[src/rtl/core/httptok_pkg.sv]
`default_nettype none

package httptok_pkg;

    localparam logic [2:0] KIND_METHOD = 3'd0;
    localparam logic [2:0] KIND_TARGET = 3'd1;
    localparam logic [2:0] KIND_VERSION = 3'd2;
    localparam logic [2:0] KIND_NAME = 3'd3;
    localparam logic [2:0] KIND_VALUE = 3'd4;
    localparam logic [2:0] KIND_BODY = 3'd5;

    localparam logic [7:0] CH_CR = 8'h0D;
    localparam logic [7:0] CH_LF = 8'h0A;
    localparam logic [7:0] CH_COLON = 8'h3A;
    localparam logic [7:0] CH_SPACE = 8'h20;

    typedef struct packed {
        logic [7:0] out_byte;
        logic       byte_valid;
        logic [2:0] token_kind;
        logic       token_end;
        logic       closed_early;
        logic       last_of_run;
    } result_t;

    function automatic result_t make_result(
        input logic [7:0] b,
        input logic       v,
        input logic [2:0] k,
        input logic       e,
        input logic       c
    );
        result_t r;
        r.out_byte = b;
        r.byte_valid = v;
        r.token_kind = k;
        r.token_end = e;
        r.closed_early = c;
        r.last_of_run = 1'b0;
        return r;
    endfunction

endpackage

`default_nettype wire

[src/rtl/core/http_request_tokenizer_core.sv]
`default_nettype none
// HTTP/1.1 request tokenizer.
// Input channel (in_valid/in_stall): one request byte per item, or an
// end_of_stream item that carries no byte. Output channel (out_valid/
// out_stall): one result item per handshake: a tagged token byte or a
// token end marker; last_of_run flags the final result of an input item.
// An input item yields zero, one or two results. The state update and the
// results are computed in the cycle of acceptance and written into a
// four-entry result queue; if it was empty, the first result is offered the
// next cycle. One byte per cycle while each byte yields at most one result
// and out_stall is low; a byte's two results leave one per handshake.
// The queue depth sets the input stall: in_stall rises while three or more
// results wait. When the receiver stalls, the head result holds and input
// items are accepted until three results wait; then in_stall is raised.
// Reset clears the queue and returns the parser to the method phase; an
// accepted end_of_stream item resets the parser after its end marker.
module http_request_tokenizer_core (
    input  wire logic       clk,
    input  wire logic       rst_n,
    input  wire logic       in_valid,
    output logic            in_stall,
    input  wire logic [7:0] in_byte,
    input  wire logic       end_of_stream,
    output logic            out_valid,
    input  wire logic       out_stall,
    output logic [7:0]      out_byte,
    output logic            byte_valid,
    output logic [2:0]      token_kind,
    output logic            token_end,
    output logic            closed_early,
    output logic            last_of_run
);

    logic [2:0] phase_reg, phase_next;
    logic       held_colon_reg, held_colon_next;
    logic       held_cr_reg, held_cr_next;
    logic       line_empty_reg, line_empty_next;

    httptok_pkg::result_t queue_reg [4];
    logic [1:0] wp_reg, wp_next;
    logic [1:0] rp_reg, rp_next;
    logic [2:0] cnt_reg, cnt_next;

    httptok_pkg::result_t res_c [2];
    logic [1:0] n_c;
    logic       in_acc, out_acc;
    logic [1:0] push_cnt;

    assign in_stall = (cnt_reg >= 3'd3);
    assign in_acc = in_valid && !in_stall;
    assign out_valid = (cnt_reg != 3'd0);
    assign out_acc = out_valid && !out_stall;
    assign push_cnt = in_acc ? n_c : 2'd0;

    always_comb
    begin
        logic       done;
        logic [2:0] kind;
        done = 1'b0;
        kind = httptok_pkg::KIND_BODY;
        n_c = 2'd0;
        res_c[0] = '0;
        res_c[1] = '0;
        phase_next = phase_reg;
        held_colon_next = held_colon_reg;
        held_cr_next = held_cr_reg;
        line_empty_next = line_empty_reg;
        if (end_of_stream)
        begin
            kind = (phase_reg > httptok_pkg::KIND_BODY) ? httptok_pkg::KIND_BODY : phase_reg;
            if (held_cr_reg)
            begin
                res_c[n_c[0]] = httptok_pkg::make_result(httptok_pkg::CH_CR, 1'b1, kind,
                                                         1'b0, 1'b0);
                n_c = n_c + 2'd1;
            end
            if (held_colon_reg)
            begin
                res_c[n_c[0]] = httptok_pkg::make_result(httptok_pkg::CH_COLON, 1'b1, kind,
                                                         1'b0, 1'b0);
                n_c = n_c + 2'd1;
            end
            res_c[n_c[0]] = httptok_pkg::make_result(8'h00, 1'b0, kind, 1'b1,
                                                     kind < httptok_pkg::KIND_BODY);
            n_c = n_c + 2'd1;
            phase_next = httptok_pkg::KIND_METHOD;
            held_colon_next = 1'b0;
            held_cr_next = 1'b0;
            line_empty_next = 1'b1;
        end
        else
        begin
            case (phase_reg)
                httptok_pkg::KIND_METHOD, httptok_pkg::KIND_TARGET:
                begin
                    if (in_byte == httptok_pkg::CH_SPACE)
                    begin
                        res_c[0] = httptok_pkg::make_result(8'h00, 1'b0, phase_reg, 1'b1, 1'b0);
                        phase_next = phase_reg + 3'd1;
                    end
                    else
                    begin
                        res_c[0] = httptok_pkg::make_result(in_byte, 1'b1, phase_reg,
                                                            1'b0, 1'b0);
                    end
                    n_c = 2'd1;
                end
                httptok_pkg::KIND_VERSION, httptok_pkg::KIND_VALUE:
                begin
                    if (held_cr_reg)
                    begin
                        held_cr_next = 1'b0;
                        if (in_byte == httptok_pkg::CH_LF)
                        begin
                            res_c[0] = httptok_pkg::make_result(8'h00, 1'b0, phase_reg,
                                                                1'b1, 1'b0);
                            n_c = 2'd1;
                            phase_next = httptok_pkg::KIND_NAME;
                            line_empty_next = 1'b1;
                            done = 1'b1;
                        end
                        else
                        begin
                            res_c[0] = httptok_pkg::make_result(httptok_pkg::CH_CR, 1'b1,
                                                                phase_reg, 1'b0, 1'b0);
                            n_c = 2'd1;
                        end
                    end
                    if (!done)
                    begin
                        if (in_byte == httptok_pkg::CH_CR)
                        begin
                            held_cr_next = 1'b1;
                        end
                        else
                        begin
                            res_c[n_c[0]] = httptok_pkg::make_result(in_byte, 1'b1, phase_reg,
                                                                     1'b0, 1'b0);
                            n_c = n_c + 2'd1;
                        end
                    end
                end
                httptok_pkg::KIND_NAME:
                begin
                    if (held_cr_reg)
                    begin
                        held_cr_next = 1'b0;
                        if (in_byte == httptok_pkg::CH_LF)
                        begin
                            phase_next = httptok_pkg::KIND_BODY;
                            line_empty_next = 1'b1;
                            done = 1'b1;
                        end
                        else
                        begin
                            res_c[0] = httptok_pkg::make_result(httptok_pkg::CH_CR, 1'b1,
                                httptok_pkg::KIND_NAME, 1'b0, 1'b0);
                            n_c = 2'd1;
                            line_empty_next = 1'b0;
                        end
                    end
                    if (!done && held_colon_reg)
                    begin
                        held_colon_next = 1'b0;
                        if (in_byte == httptok_pkg::CH_SPACE)
                        begin
                            res_c[n_c[0]] = httptok_pkg::make_result(8'h00, 1'b0,
                                httptok_pkg::KIND_NAME, 1'b1, 1'b0);
                            n_c = n_c + 2'd1;
                            phase_next = httptok_pkg::KIND_VALUE;
                            done = 1'b1;
                        end
                        else
                        begin
                            res_c[n_c[0]] = httptok_pkg::make_result(httptok_pkg::CH_COLON,
                                1'b1, httptok_pkg::KIND_NAME, 1'b0, 1'b0);
                            n_c = n_c + 2'd1;
                        end
                    end
                    if (!done)
                    begin
                        if (in_byte == httptok_pkg::CH_CR && line_empty_next)
                        begin
                            held_cr_next = 1'b1;
                        end
                        else
                        begin
                            line_empty_next = 1'b0;
                            if (in_byte == httptok_pkg::CH_COLON)
                            begin
                                held_colon_next = 1'b1;
                            end
                            else
                            begin
                                res_c[n_c[0]] = httptok_pkg::make_result(in_byte, 1'b1,
                                    httptok_pkg::KIND_NAME, 1'b0, 1'b0);
                                n_c = n_c + 2'd1;
                            end
                        end
                    end
                end
                default:
                begin
                    res_c[0] = httptok_pkg::make_result(in_byte, 1'b1, httptok_pkg::KIND_BODY,
                                                        1'b0, 1'b0);
                    n_c = 2'd1;
                end
            endcase
        end
        if (n_c == 2'd2)
        begin
            res_c[1].last_of_run = 1'b1;
        end
        else if (n_c == 2'd1)
        begin
            res_c[0].last_of_run = 1'b1;
        end
    end

    always_comb
    begin
        wp_next = wp_reg + push_cnt;
        rp_next = rp_reg + {1'b0, out_acc};
        cnt_next = cnt_reg + {1'b0, push_cnt} - {2'b00, out_acc};
    end

    always_ff @(posedge clk or negedge rst_n)
    begin
        if (!rst_n)
        begin
            phase_reg <= httptok_pkg::KIND_METHOD;
            held_colon_reg <= 1'b0;
            held_cr_reg <= 1'b0;
            line_empty_reg <= 1'b1;
            wp_reg <= 2'd0;
            rp_reg <= 2'd0;
            cnt_reg <= 3'd0;
        end
        else
        begin
            if (in_acc)
            begin
                phase_reg <= phase_next;
                held_colon_reg <= held_colon_next;
                held_cr_reg <= held_cr_next;
                line_empty_reg <= line_empty_next;
            end
            wp_reg <= wp_next;
            rp_reg <= rp_next;
            cnt_reg <= cnt_next;
        end
    end

    always_ff @(posedge clk)
    begin
        if (push_cnt != 2'd0)
        begin
            queue_reg[wp_reg] <= res_c[0];
        end
        if (push_cnt == 2'd2)
        begin
            queue_reg[wp_reg + 2'd1] <= res_c[1];
        end
    end

    always_comb
    begin
        out_byte = queue_reg[rp_reg].out_byte;
        byte_valid = queue_reg[rp_reg].byte_valid;
        token_kind = queue_reg[rp_reg].token_kind;
        token_end = queue_reg[rp_reg].token_end;
        closed_early = queue_reg[rp_reg].closed_early;
        last_of_run = queue_reg[rp_reg].last_of_run;
    end

    a_cnt_range: assert property (@(posedge clk) disable iff (!rst_n)
        cnt_reg <= 3'd4)
        else $error("result queue count out of range");

    a_eos_resets: assert property (@(posedge clk) disable iff (!rst_n)
        in_acc && end_of_stream |=> phase_reg == httptok_pkg::KIND_METHOD
            && !held_cr_reg && !held_colon_reg && line_empty_reg)
        else $error("parser state not cleared after end of stream");

    a_colon_in_name: assert property (@(posedge clk) disable iff (!rst_n)
        held_colon_reg |-> phase_reg == httptok_pkg::KIND_NAME && !held_cr_reg)
        else $error("held colon outside header name");

    a_cr_phase: assert property (@(posedge clk) disable iff (!rst_n)
        held_cr_reg |-> phase_reg == httptok_pkg::KIND_VERSION
            || phase_reg == httptok_pkg::KIND_NAME || phase_reg == httptok_pkg::KIND_VALUE)
        else $error("held CR in a phase that cannot hold it");

endmodule

`default_nettype wire

[config.mk]
export PLATFORM = sky130hd
export DESIGN_NAME = http_request_tokenizer_core
export DESIGN_NICKNAME = d
export VERILOG_FILES = /design/src/rtl/core/httptok_pkg.sv /design/src/rtl/core/http_request_tokenizer_core.sv
export SDC_FILE = /design/constraint.sdc
export NUM_CORES = 1
export LEC_CHECK = 0
export ABC_CLOCK_PERIOD_IN_PS = 3900
export BUFFER_PORTS_ARGS = -buffer_cell sky130_fd_sc_hd__buf_2
export CORE_ASPECT_RATIO = 0.7
export CORE_MARGIN = 2
export CORE_UTILIZATION = 56
export DETAILED_ROUTE_END_ITERATION = 8
export PLACE_DENSITY = 0.88
export SYNTH_ARGS = -nofsm -noshare
export SYNTH_HDL_FRONTEND = slang
export SYNTH_SLANG_ARGS = --single-unit
[constraint.sdc]
create_clock -name clk -period 3.9 [get_ports clk]
set_input_delay 0.39 -clock clk [delete_from_list [all_inputs] [get_ports clk]]
set_output_delay 0.39 -clock clk [all_outputs]
set_load 0.02 [all_outputs]
==> results by group, run 1 <==
Outcome
  • Status: completed

Synth
  • Mux contribution to synthesized area: about a fifth
  • Post-synth EDFFs: 60
  • Top cell type by total area after synthesis: edfxtp_1
  • Synth Warn #: 0
  • Seq/Total Area, Yosys: approximately 44%
  • Async set-reset flop share out of synthesis: between 10% and 20%
  • Post-synthesis xor/xnor area fraction: 0.9074%
  • Cell Area, Synth: 4826 sq um
  • Flops & latches, synth: 73
  • Post-synthesis adder-cell area fraction: under 10%
  • Library cells used by synthesis: 71
  • Area contributors post-synth: edfxtp_1, mux2i_1, mux4_2
  • Mean post-synth cell area: roughly 11 sq um
  • Compound-Gate Fraction of Synth Area: around 14%
  • Ys flop type: edfxtp_1
  • Synth Net Count: around 460
  • Simple-gate area share of the yosys netlist: 12.96%
  • Mapped Cells: 425
  • Yosys top cell area share: ~37%
  • Largest family of logic cells by synthesized area: multiplexers

Floorplanning
  • Initial core utilization: 57.40%
  • Die Height: approximately 80 um
  • Io pins: 30
  • Core area: 8408 sq um
  • Full die area: between 9000 and 10,000 sq um
  • Cell row count: 28
  • Die Wd: 115.0 um

Timing
  • Final hold viol count: 0
  • Fin Hold WS: roughly 0.46 ns
  • Worst Skew: ~0.010 ns
  • Count of final setup violators: 0
  • Period utilisation layout: 91.21%
  • Slew @ Worst Pin: approximately 1.0 ns
  • Final setup TNS: 0 ns
  • Min cycle time layout: 3.557 ns
  • Final Max Tran Viols: 0
  • Fmax: between 0.2 and 0.3 GHz
  • RSZ-0062 raised after global routing: no
  • Worst slew margin relative to its limit: 31.77%

Setup path
  • Worst flop-to-flop path endpoint: cnt_reg[2]$_DFF_PN0_
  • CP Max Fanout: 10
  • CP arrival: 3.78 ns
  • Req. time, crit path: around 4.1 ns
  • Crit. End Element: flop
  • Worst reg-to-reg setup slack: between 0.3 and 0.4 ns
  • Reg2Reg Depth: 16
  • WS Path Type: reg -> reg
  • FF-to-FF Start: phase_reg[0]$_DFFE_PN0P_
  • CP startpoint kind: flop

Clocking
  • Clock Root Buffer: clkbuf_16
  • Htree depth: 3
  • Inserted Clock Buffers: 9
  • Post-CTS Setup Inserts: 0
  • Clk Latency, worst-skew pair: between 0.3 and 0.4 ns
  • CTS resizes: 0
  • Clock transition at path regs: approximately 0.060 ns
  • Post-CTS Hold Buffers: 1
  • Clock net sink count: 73
  • CTS tree: done
  • CTS Buffer Depth: 2

Worst hold path
  • HP Class: in -> async

Run
  • Max Cap Viol: 0

Power and ir drop
  • Pleak: 2.275 nW
  • Max rail drop VDD: approximately 0.47 mV
  • Power Density: ~800 nW/um^2

Final layout
  • Max FFs per register: 60
  • Final-stage net count: between 400 and 500
  • Non-filler cells, final: around 570
  • Area occupied by registers: approximately 2100 sq um
  • Commonest cells after routing, fill and taps aside: edfxtp_1, mux2i_1, nand2_1, a21oi_1, buf_2
  • Area Overhead vs Synth: 13.12%
  • Commonest non-fill, non-tap cell in the layout: edfxtp_1
  • Design area: 5459 sq um
  • Share of cells above drive strength 1: roughly 23%
  • Multi-input logic area: between 2000 and 3000 sq um
  • Core Util, Final: approximately two thirds
  • Filler cell count: 639
  • Diodes inserted: 0

Global route
  • Global-route wire length before repair: 20,000 um
  • Vias in the first global route: ~3.7k
  • Largest net degree at the start of global routing: 25
  • Overflow after GRT: 0
  • Initial antenna violation count: 0
  • GRT Total Usage: around 29%

Routing
  • Initial DRT Pass Iterations: 5
  • Via density: 6.659
  • Post-Route WL: roughly 13,000 um
  • Residual DRC: 0
  • Routed WL per cell: about 22 um
  • Iteration-0 DRC Markers: around 620
  • DR vias: 3,809
  • DRT antenna net count: 0

Place
  • Placed insts: roughly 560
  • IO Port Bufs: 29
  • RD Place Congestion: slightly below 1
  • Hpwl dp: slightly above 9000 um
  • Placed cell area: 5164 sq um
-- worst max-delay path, stage by stage, from the launching register on --
cell	delay [ns]
dfrtp_1	0.57
ha_1	0.21
ha_1	0.32
clkinv_1	0.14
a21oi_1	0.28
nand2_1	0.12
o2111a_1	0.28
o211ai_4	0.10
and2_1	0.17
inv_1	0.05
ha_1	0.29
inv_1	0.07
ha_1	0.13
inv_1	0.05
fa_1	0.36
xor2_1	0.17
xnor2_1	0.12
-- cells in the mapped netlist, types with 6 or more instances --
cell type / count
ha_1: 16
mux4_2: 15
a21oi_1: 32
clkbuf_1: 14
dfrtp_1: 12
mux2_2: 6
o31ai_1: 8
nor2_1: 25
mux2i_1: 50
a31oi_1: 6
o21ai_0: 13
inv_1: 18
edfxtp_1: 60
nand2_1: 37
nor3_1: 6
-- cells by family after synthesis --
| group | count (synthesis) |
|---|---|
| muxes | 72 |
| adders and majority gates | 17 |
| and+or+nand+nor | 115 |
| AOI/OAI and AO/OA | 98 |
| DFF | 73 |
| xor gates and xnor gates | 5 |
| buffers and inverters | 45 |
-- through the flow --
stage	power, mW	setup slack, ns
finish	4.347	0.3429
global route	4.604	0.1212
CTS	4.317	0.3776
detailed placement	3.510	0.04507
global placement	3.410	0.2220
floorplan	2.846	0.01350
-- power breakdown --
| part | switching, mW | internal (mW) |
|---|---|---|
| clock | 0.320 | 0.488 |
| combinational | 1.33 | 0.885 |
| sequential | 0.186 | 1.13 |
-- routing by layer --
layer	track usage, %	part of all wire (%)	vias up
li1	-	-	1686
met1	40.16	43	1843
met2	44.47	44	243
met3	7.011	10	37
met4	7.952	1.9	0
met5	0	0	-
-- cell type report --
type                            instances  share of cell area (%)
Multi-Input combinational cell        307                   45.91
Clock buffer                            9                   4.126
Tap cell                              105                   2.407
Sequential cell                        73                   38.99
Clock inverter                          6                   1.100
Timing Repair Buffer                   52                   6.097
Inverter                               20                   1.375
-- worst max path at each step --
stage,from,endpoint,slack (ns),cells past startpoint
finish,phase_reg[0]$_DFFE_PN0P_,cnt_reg[2]$_DFF_PN0_,0.34,16
global route,phase_reg[0]$_DFFE_PN0P_,cnt_reg[2]$_DFF_PN0_,0.12,16
CTS,phase_reg[0]$_DFFE_PN0P_,cnt_reg[2]$_DFF_PN0_,0.38,16
detailed placement,in_byte[5],cnt_reg[2]$_DFF_PN0_,0.05,17
global placement,in_byte[5],cnt_reg[2]$_DFF_PN0_,0.22,17
floorplan,in_byte[4],cnt_reg[2]$_DFF_PN0_,0.01,17
Note: power is estimated with default switching activity, not from simulation.
==> run 2, diff against run 1 <==
Settings changed: CORE_UTILIZATION 56 to 50, PLACE_DENSITY 0.88 to 0.81.
==> run 2 against run 1 <==
  * Global-route usage shrank 3.9 points
  * Combinational power fell by 2%
  * Fmax grew 0.53%
  * Sequential power about the same
  * Power down 0.44%
  * Setup slack improved by 0.019 ns
  * Register-to-register slack improved by 0.097 ns
  * Largest cell class unchanged
==> results by group, run 2 (synthesized netlist as in run 1, its figures left out) <==
Outcome
  • Status: completed

Clocking
  • Clock Root Buffer: clkbuf_16
  • Clk Latency, worst-skew pair: 0.33 ns
  • Clock net sink count: 73
  • CTS tree: done
  • Htree depth: 3
  • Inserted Clock Buffers: 9
  • Clock transition at path regs: approximately 0.060 ns
  • CTS Buffer Depth: 2

Routing
  • Routed WL per cell: 20.21 um
  • Initial DRT Pass Iterations: 6
  • Via density: 6.203
  • Post-Route WL: 12,040 um
  • Residual DRC: 0
  • DR vias: approximately 3.7k
  • Iteration-0 DRC Markers: 440
  • DRT antenna net count: 0

Timing
  • Min cycle time layout: 3.538 ns
  • Final setup TNS: 0 ns
  • Worst slew margin relative to its limit: 32.50%
  • Worst Skew: 0.004775 ns
  • RSZ-0062 raised after global routing: no
  • Fmax: approximately 0.28 GHz
  • Final hold viol count: 0
  • Final Max Tran Viols: 0
  • Slew @ Worst Pin: between 1 and 1.5 ns
  • Fin Hold WS: roughly 0.47 ns
  • Period utilisation layout: 90.73%
  • Count of final setup violators: 0

Setup path
  • CP Max Fanout: 8
  • CP arrival: around 3.8 ns
  • Req. time, crit path: approximately 4 ns
  • Crit. End Element: flop
  • CP startpoint kind: input port
  • WS Path Type: in -> reg

Final layout
  • Final-stage net count: 497
  • Diodes inserted: 0
  • Area Overhead vs Synth: 14.21%
  • Commonest non-fill, non-tap cell in the layout: edfxtp_1
  • Core Util, Final: between 50% and 60%
  • Commonest cells after routing, fill and taps aside: edfxtp_1, mux2i_1, nand2_1, a21oi_1, buf_2
  • Max FFs per register: 60
  • Share of cells above drive strength 1: approximately a quarter

Power and ir drop
  • Pleak: around 2.3 nW
  • Power Density: 785.2 nW/um^2
  • Final total power: approximately 4.3 mW
  • Max rail drop VDD: about 0.31 mV

Global route
  • Largest net degree at the start of global routing: 27
  • Vias in the first global route: roughly 3.7k
  • Overflow after GRT: 0
  • Global-route wire length before repair: ~20,000 um
  • GRT Total Usage: between 20% and 30%
  • Initial antenna violation count: 0

Run
  • Max Cap Viol: 0

Floorplanning
  • Die Wd: 121.4 um
  • Io pins: 30
  • Die Height: around 86 um
  • Full die area: between 10,000 and 15,000 sq um
  • Cell row count: 29
  • Initial core utilization: 52.36%
  • Core area: ~9200 sq um

Place
  • Hpwl dp: 8881 um
  • RD Place Congestion: 0.9706
  • IO Port Bufs: 29

Worst hold path
  • HP Class: in -> async
## run 2: cell types whose count changed in the layout (fill, tap and decap cells not counted), sizes merged
cell,before,now
buf,51,55
inv,18,19
clkinvlp,1,2
clkinv,6,4
clkbuf,9,10
## run 2: through the flow
stage                     cells  area, sq um  setup WS, ns
after floorplan             425         4855       0.01350
after global placement      579         5205        0.1372
after detailed placement    579         5205       0.01581
after CTS                   596         5512        0.3691
after global routing        596         5512        0.1745
final                       596         5512        0.3616
## run 2: critical path: stages
cell	delay (ns)
buf_2	0.14
or4_4	0.58
o21ai_1	0.21
inv_1	0.09
ha_1	0.39
a211oi_4	0.27
nand3_2	0.12
o211ai_4	0.17
and2_1	0.20
inv_1	0.05
ha_1	0.27
inv_1	0.05
ha_1	0.13
inv_1	0.05
fa_1	0.37
xor2_1	0.16
xnor2_1	0.12
## run 2: cell type report
type / count / area (sq um)
flip-flops and latches: 73 / 2128
multi-input cells: 307 / 2506
clock inverters: 6 / 67.56
clock buffers: 10 / 229.0
repair buffers: 56 / 350.3
inverters: 20 / 75.07
well taps: 124 / 155.1
fillers: 772 / 3705
## run 2: worst paths after layout
kind                       slack, ns  cells after the start                         end                       start
setup / recovery                0.36                     17        cnt_reg[2]$_DFF_PN0_                  in_byte[5]
hold / removal                  0.47                      2         wp_reg[1]$_DFF_PN0_                       rst_n
setup reg to reg                0.44                     16        cnt_reg[2]$_DFF_PN0_  held_colon_reg$_DFFE_PN0P_
hold reg to reg                 0.52                      1        cnt_reg[2]$_DFF_PN0_        cnt_reg[2]$_DFF_PN0_
max in group asynchronous       3.15                      2  line_empty_reg$_DFFE_PN1P_                       rst_n
min in group clk                0.49                      3         rp_reg[0]$_DFF_PN0_                   out_stall
## run 2: layer usage
layer  routed length [um]  global-route usage [%]
met3                 1220                   7.237
met2                 5353                   36.93
met5                    0                       0
met1                 5330                   35.27
met4                  139                   6.374
## run 2: repair_timing
action	in CTS	in global routing
gates resized for setup	0	0
hold endpoints to repair	12	0
hold buffers	1	0
setup buffers	0	0
## run 2: power breakdown
| part | internal, mW | switching (mW) | total [mW] |
|---|---|---|---|
| Combinational | 0.883 | 1.29 | 2.18 |
| Clock | 0.497 | 0.321 | 0.818 |
| Sequential | 1.13 | 0.202 | 1.33 |
==> run 3, diff against run 2 <==
Settings changed: REMOVE_ABC_BUFFERS from default to 1.
==> run 3 against run 2 <==
  * Worst hold slack worse by 0.013 ns
  * Count of clock-buffer cells in the layout stayed put
  * Via count is 3.9% higher
  * Critical endpoint unchanged
  * Highest routed layer unchanged
==> results by group, run 3 (synthesized netlist as in run 1, its figures left out) <==
Clocking
  • Htree depth: 3
  • Inserted Clock Buffers: 9
  • Clock Root Buffer: clkbuf_16
  • Clock net sink count: 73
  • CTS Buffer Depth: 2
  • CTS tree: done
  • Post-CTS Setup Inserts: 0
  • Clk Latency, worst-skew pair: ~0.34 ns
  • Clock transition at path regs: 0.06 ns
  • CTS resizes: 0

Routing
  • Iteration-0 DRC Markers: between 400 and 500
  • DR vias: ~3.8k
  • Residual DRC: 0
  • Routed WL per cell: about 22 um
  • DRT antenna net count: 0
  • Initial DRT Pass Iterations: 5
  • Post-Route WL: ~13,000 um
  • Via density: between 6 and 7

Floorplanning
  • Io pins: 30
  • Die Height: 86.20 um
  • Full die area: 10,470 sq um
  • Cell row count: 29
  • Die Wd: ~120 um
  • Initial core utilization: between 50 and 60%
  • Core area: ~9200 sq um

Timing
  • Final Max Tran Viols: 0
  • RSZ-0062 raised after global routing: no
  • Min cycle time layout: between 3 and 4 ns
  • Final hold viol count: 0
  • Fin Hold WS: 0.4600 ns
  • Period utilisation layout: between 90% and 100%
  • Fmax: 0.2803 GHz
  • Worst Skew: approximately 0.0048 ns
  • Count of final setup violators: 0
  • Slew @ Worst Pin: around 1.1 ns
  • Worst slew margin relative to its limit: 23.35%

Setup path
  • Crit. End Element: flop
  • Crit-path cells: inv_1 -> ha_1 -> a21oi_1 -> nand2_1 -> o2111a_1 -> o211ai_4 -> and2_1 -> inv_1 -> ha_1 -> inv_1 -> ha_1 -> inv_1 -> fa_1 -> xor2_1 -> xnor2_1
  • CP Max Fanout: 9
  • Slowest CP cell: dfrtp_1
  • Crit path largest cell delay: 0.61 ns
  • WS Path Type: reg -> reg
  • Buffer and inverter count on the worst path: 4
  • Cell repeated most along the worst path: inv_1
  • Critical Path Source: held_colon_reg$_DFFE_PN0P_
  • FF-to-FF Start: held_colon_reg$_DFFE_PN0P_
  • CP arrival: between 3 and 4 ns
  • Crit path max-delay family: adder cells
  • CP startpoint kind: flop
  • Req. time, crit path: 4.12 ns

Power and ir drop
  • Flop pwr share: between 30% and 40%
  • Clock power frac: a little under a fifth
  • Power Internal: approximately 2.5 mW
  • Final total power: approximately 4.4 mW
  • Max rail drop VDD: about 0.38 mV
  • Power Density: about 790 nW/um^2
  • Comb pwr share: between 50% and 60%
  • Sw frac: a little over two fifths
  • Pleak: roughly 2.3 nW
  • P_sw: ~1.9 mW

Worst hold path
  • HP Class: in -> async

Final layout
  • Design area: about 5600 sq um
  • Commonest cells after routing, fill and taps aside: edfxtp_1, mux2i_1, nand2_1, a21oi_1
  • Area Overhead vs Synth: 15.17%
  • Core Util, Final: between 60% and 70%
  • Final-stage net count: 502
  • Commonest non-fill, non-tap cell in the layout: edfxtp_1
  • Max FFs per register: 60
  • Share of cells above drive strength 1: 24.11%

Place
  • RD Place Congestion: just over 1
  • IO Port Bufs: 29
  • Placed cell area: 5249 sq um
  • Hpwl dp: about 9500 um

Global route
  • Largest net degree at the start of global routing: 41
  • Global-route wire length before repair: between 20,000 and 25,000 um
  • GRT Total Usage: 26.47%
  • Overflow after GRT: 0
  • Vias in the first global route: 3,782
  • Initial antenna violation count: 1

Outcome
  • Status: completed

Run
  • Max Cap Viol: 0
==> run 3: cell types whose count changed in the layout (fill, tap and decap cells not counted), sizes merged <==
| cell | before | now |
|---|---|---|
| buf | 55 | 60 |
| diode | 0 | 1 |
==> run 3: worst paths after layout <==
kind / end / slack, ns / depth (start not counted)
worst min register to register: cnt_reg[2]$_DFF_PN0_ / 0.51 / 1
worst min-delay path: held_cr_reg$_DFFE_PN0P_ / 0.46 / 2
min in group clk: rp_reg[0]$_DFF_PN0_ / 0.48 / 3
worst max-delay path: cnt_reg[2]$_DFF_PN0_ / 0.33 / 15
worst max register to register: cnt_reg[2]$_DFF_PN0_ / 0.33 / 15
max in group asynchronous: line_empty_reg$_DFFE_PN1P_ / 3.16 / 2
==> run 3: area by class of cell <==
| cell class | count | area, sq um |
|---|---|---|
| Multi-Input combinational cell | 307 | 2487 |
| Timing Repair Buffer | 61 | 412.9 |
| Clock buffer | 10 | 229.0 |
| Sequential cell | 73 | 2128 |
| Inverter | 20 | 75.07 |
| Clock inverter | 6 | 67.56 |
| Antenna cell | 1 | 2.502 |
| Tap cell | 124 | 155.1 |
| Fill cell | 761 | 3659 |
==> run 3: per-layer routing <==
| metal | wire length [um] | vias up | global-route usage, % |
|---|---|---|---|
| li1 | - | 1713 | - |
| met1 | 5810 | 1865 | 37.69 |
| met2 | 5655 | 236 | 38.46 |
| met3 | 1370 | 28 | 7.697 |
| met4 | 355 | 0 | 10.24 |
| met5 | 0 | - | 0 |
==> run 3: stage by stage <==
step | instances | setup WS, ns | TNS [ns]
after floorplan | 400 | -0.4351 | -16.44
after global placement | 584 | 0.1795 | 0
after detailed placement | 584 | 0.04738 | 0
after CTS | 601 | 0.3971 | 0
after global routing | 601 | 0.07897 | 0
final | 602 | 0.3324 | 0
==> run 3: power groups by stage <==
stage          clock network (mW)  registers (mW)  logic, mW
2_1_floorplan                   0            1.29       1.49
3_3_place_gp                    0            1.35       2.09
3_5_place_dp                    0            1.36       2.16
4_1_cts                     0.837            1.35       2.18
5_1_grt                     0.870            1.37       2.41
6_report                    0.833            1.35       2.22
==> run 3: what timing repair did <==
action / CTS / global route
endpoints found under the setup margin: 0 / 0
endpoints found under the hold margin: 12 / 0
hold buffers: 1 / 0
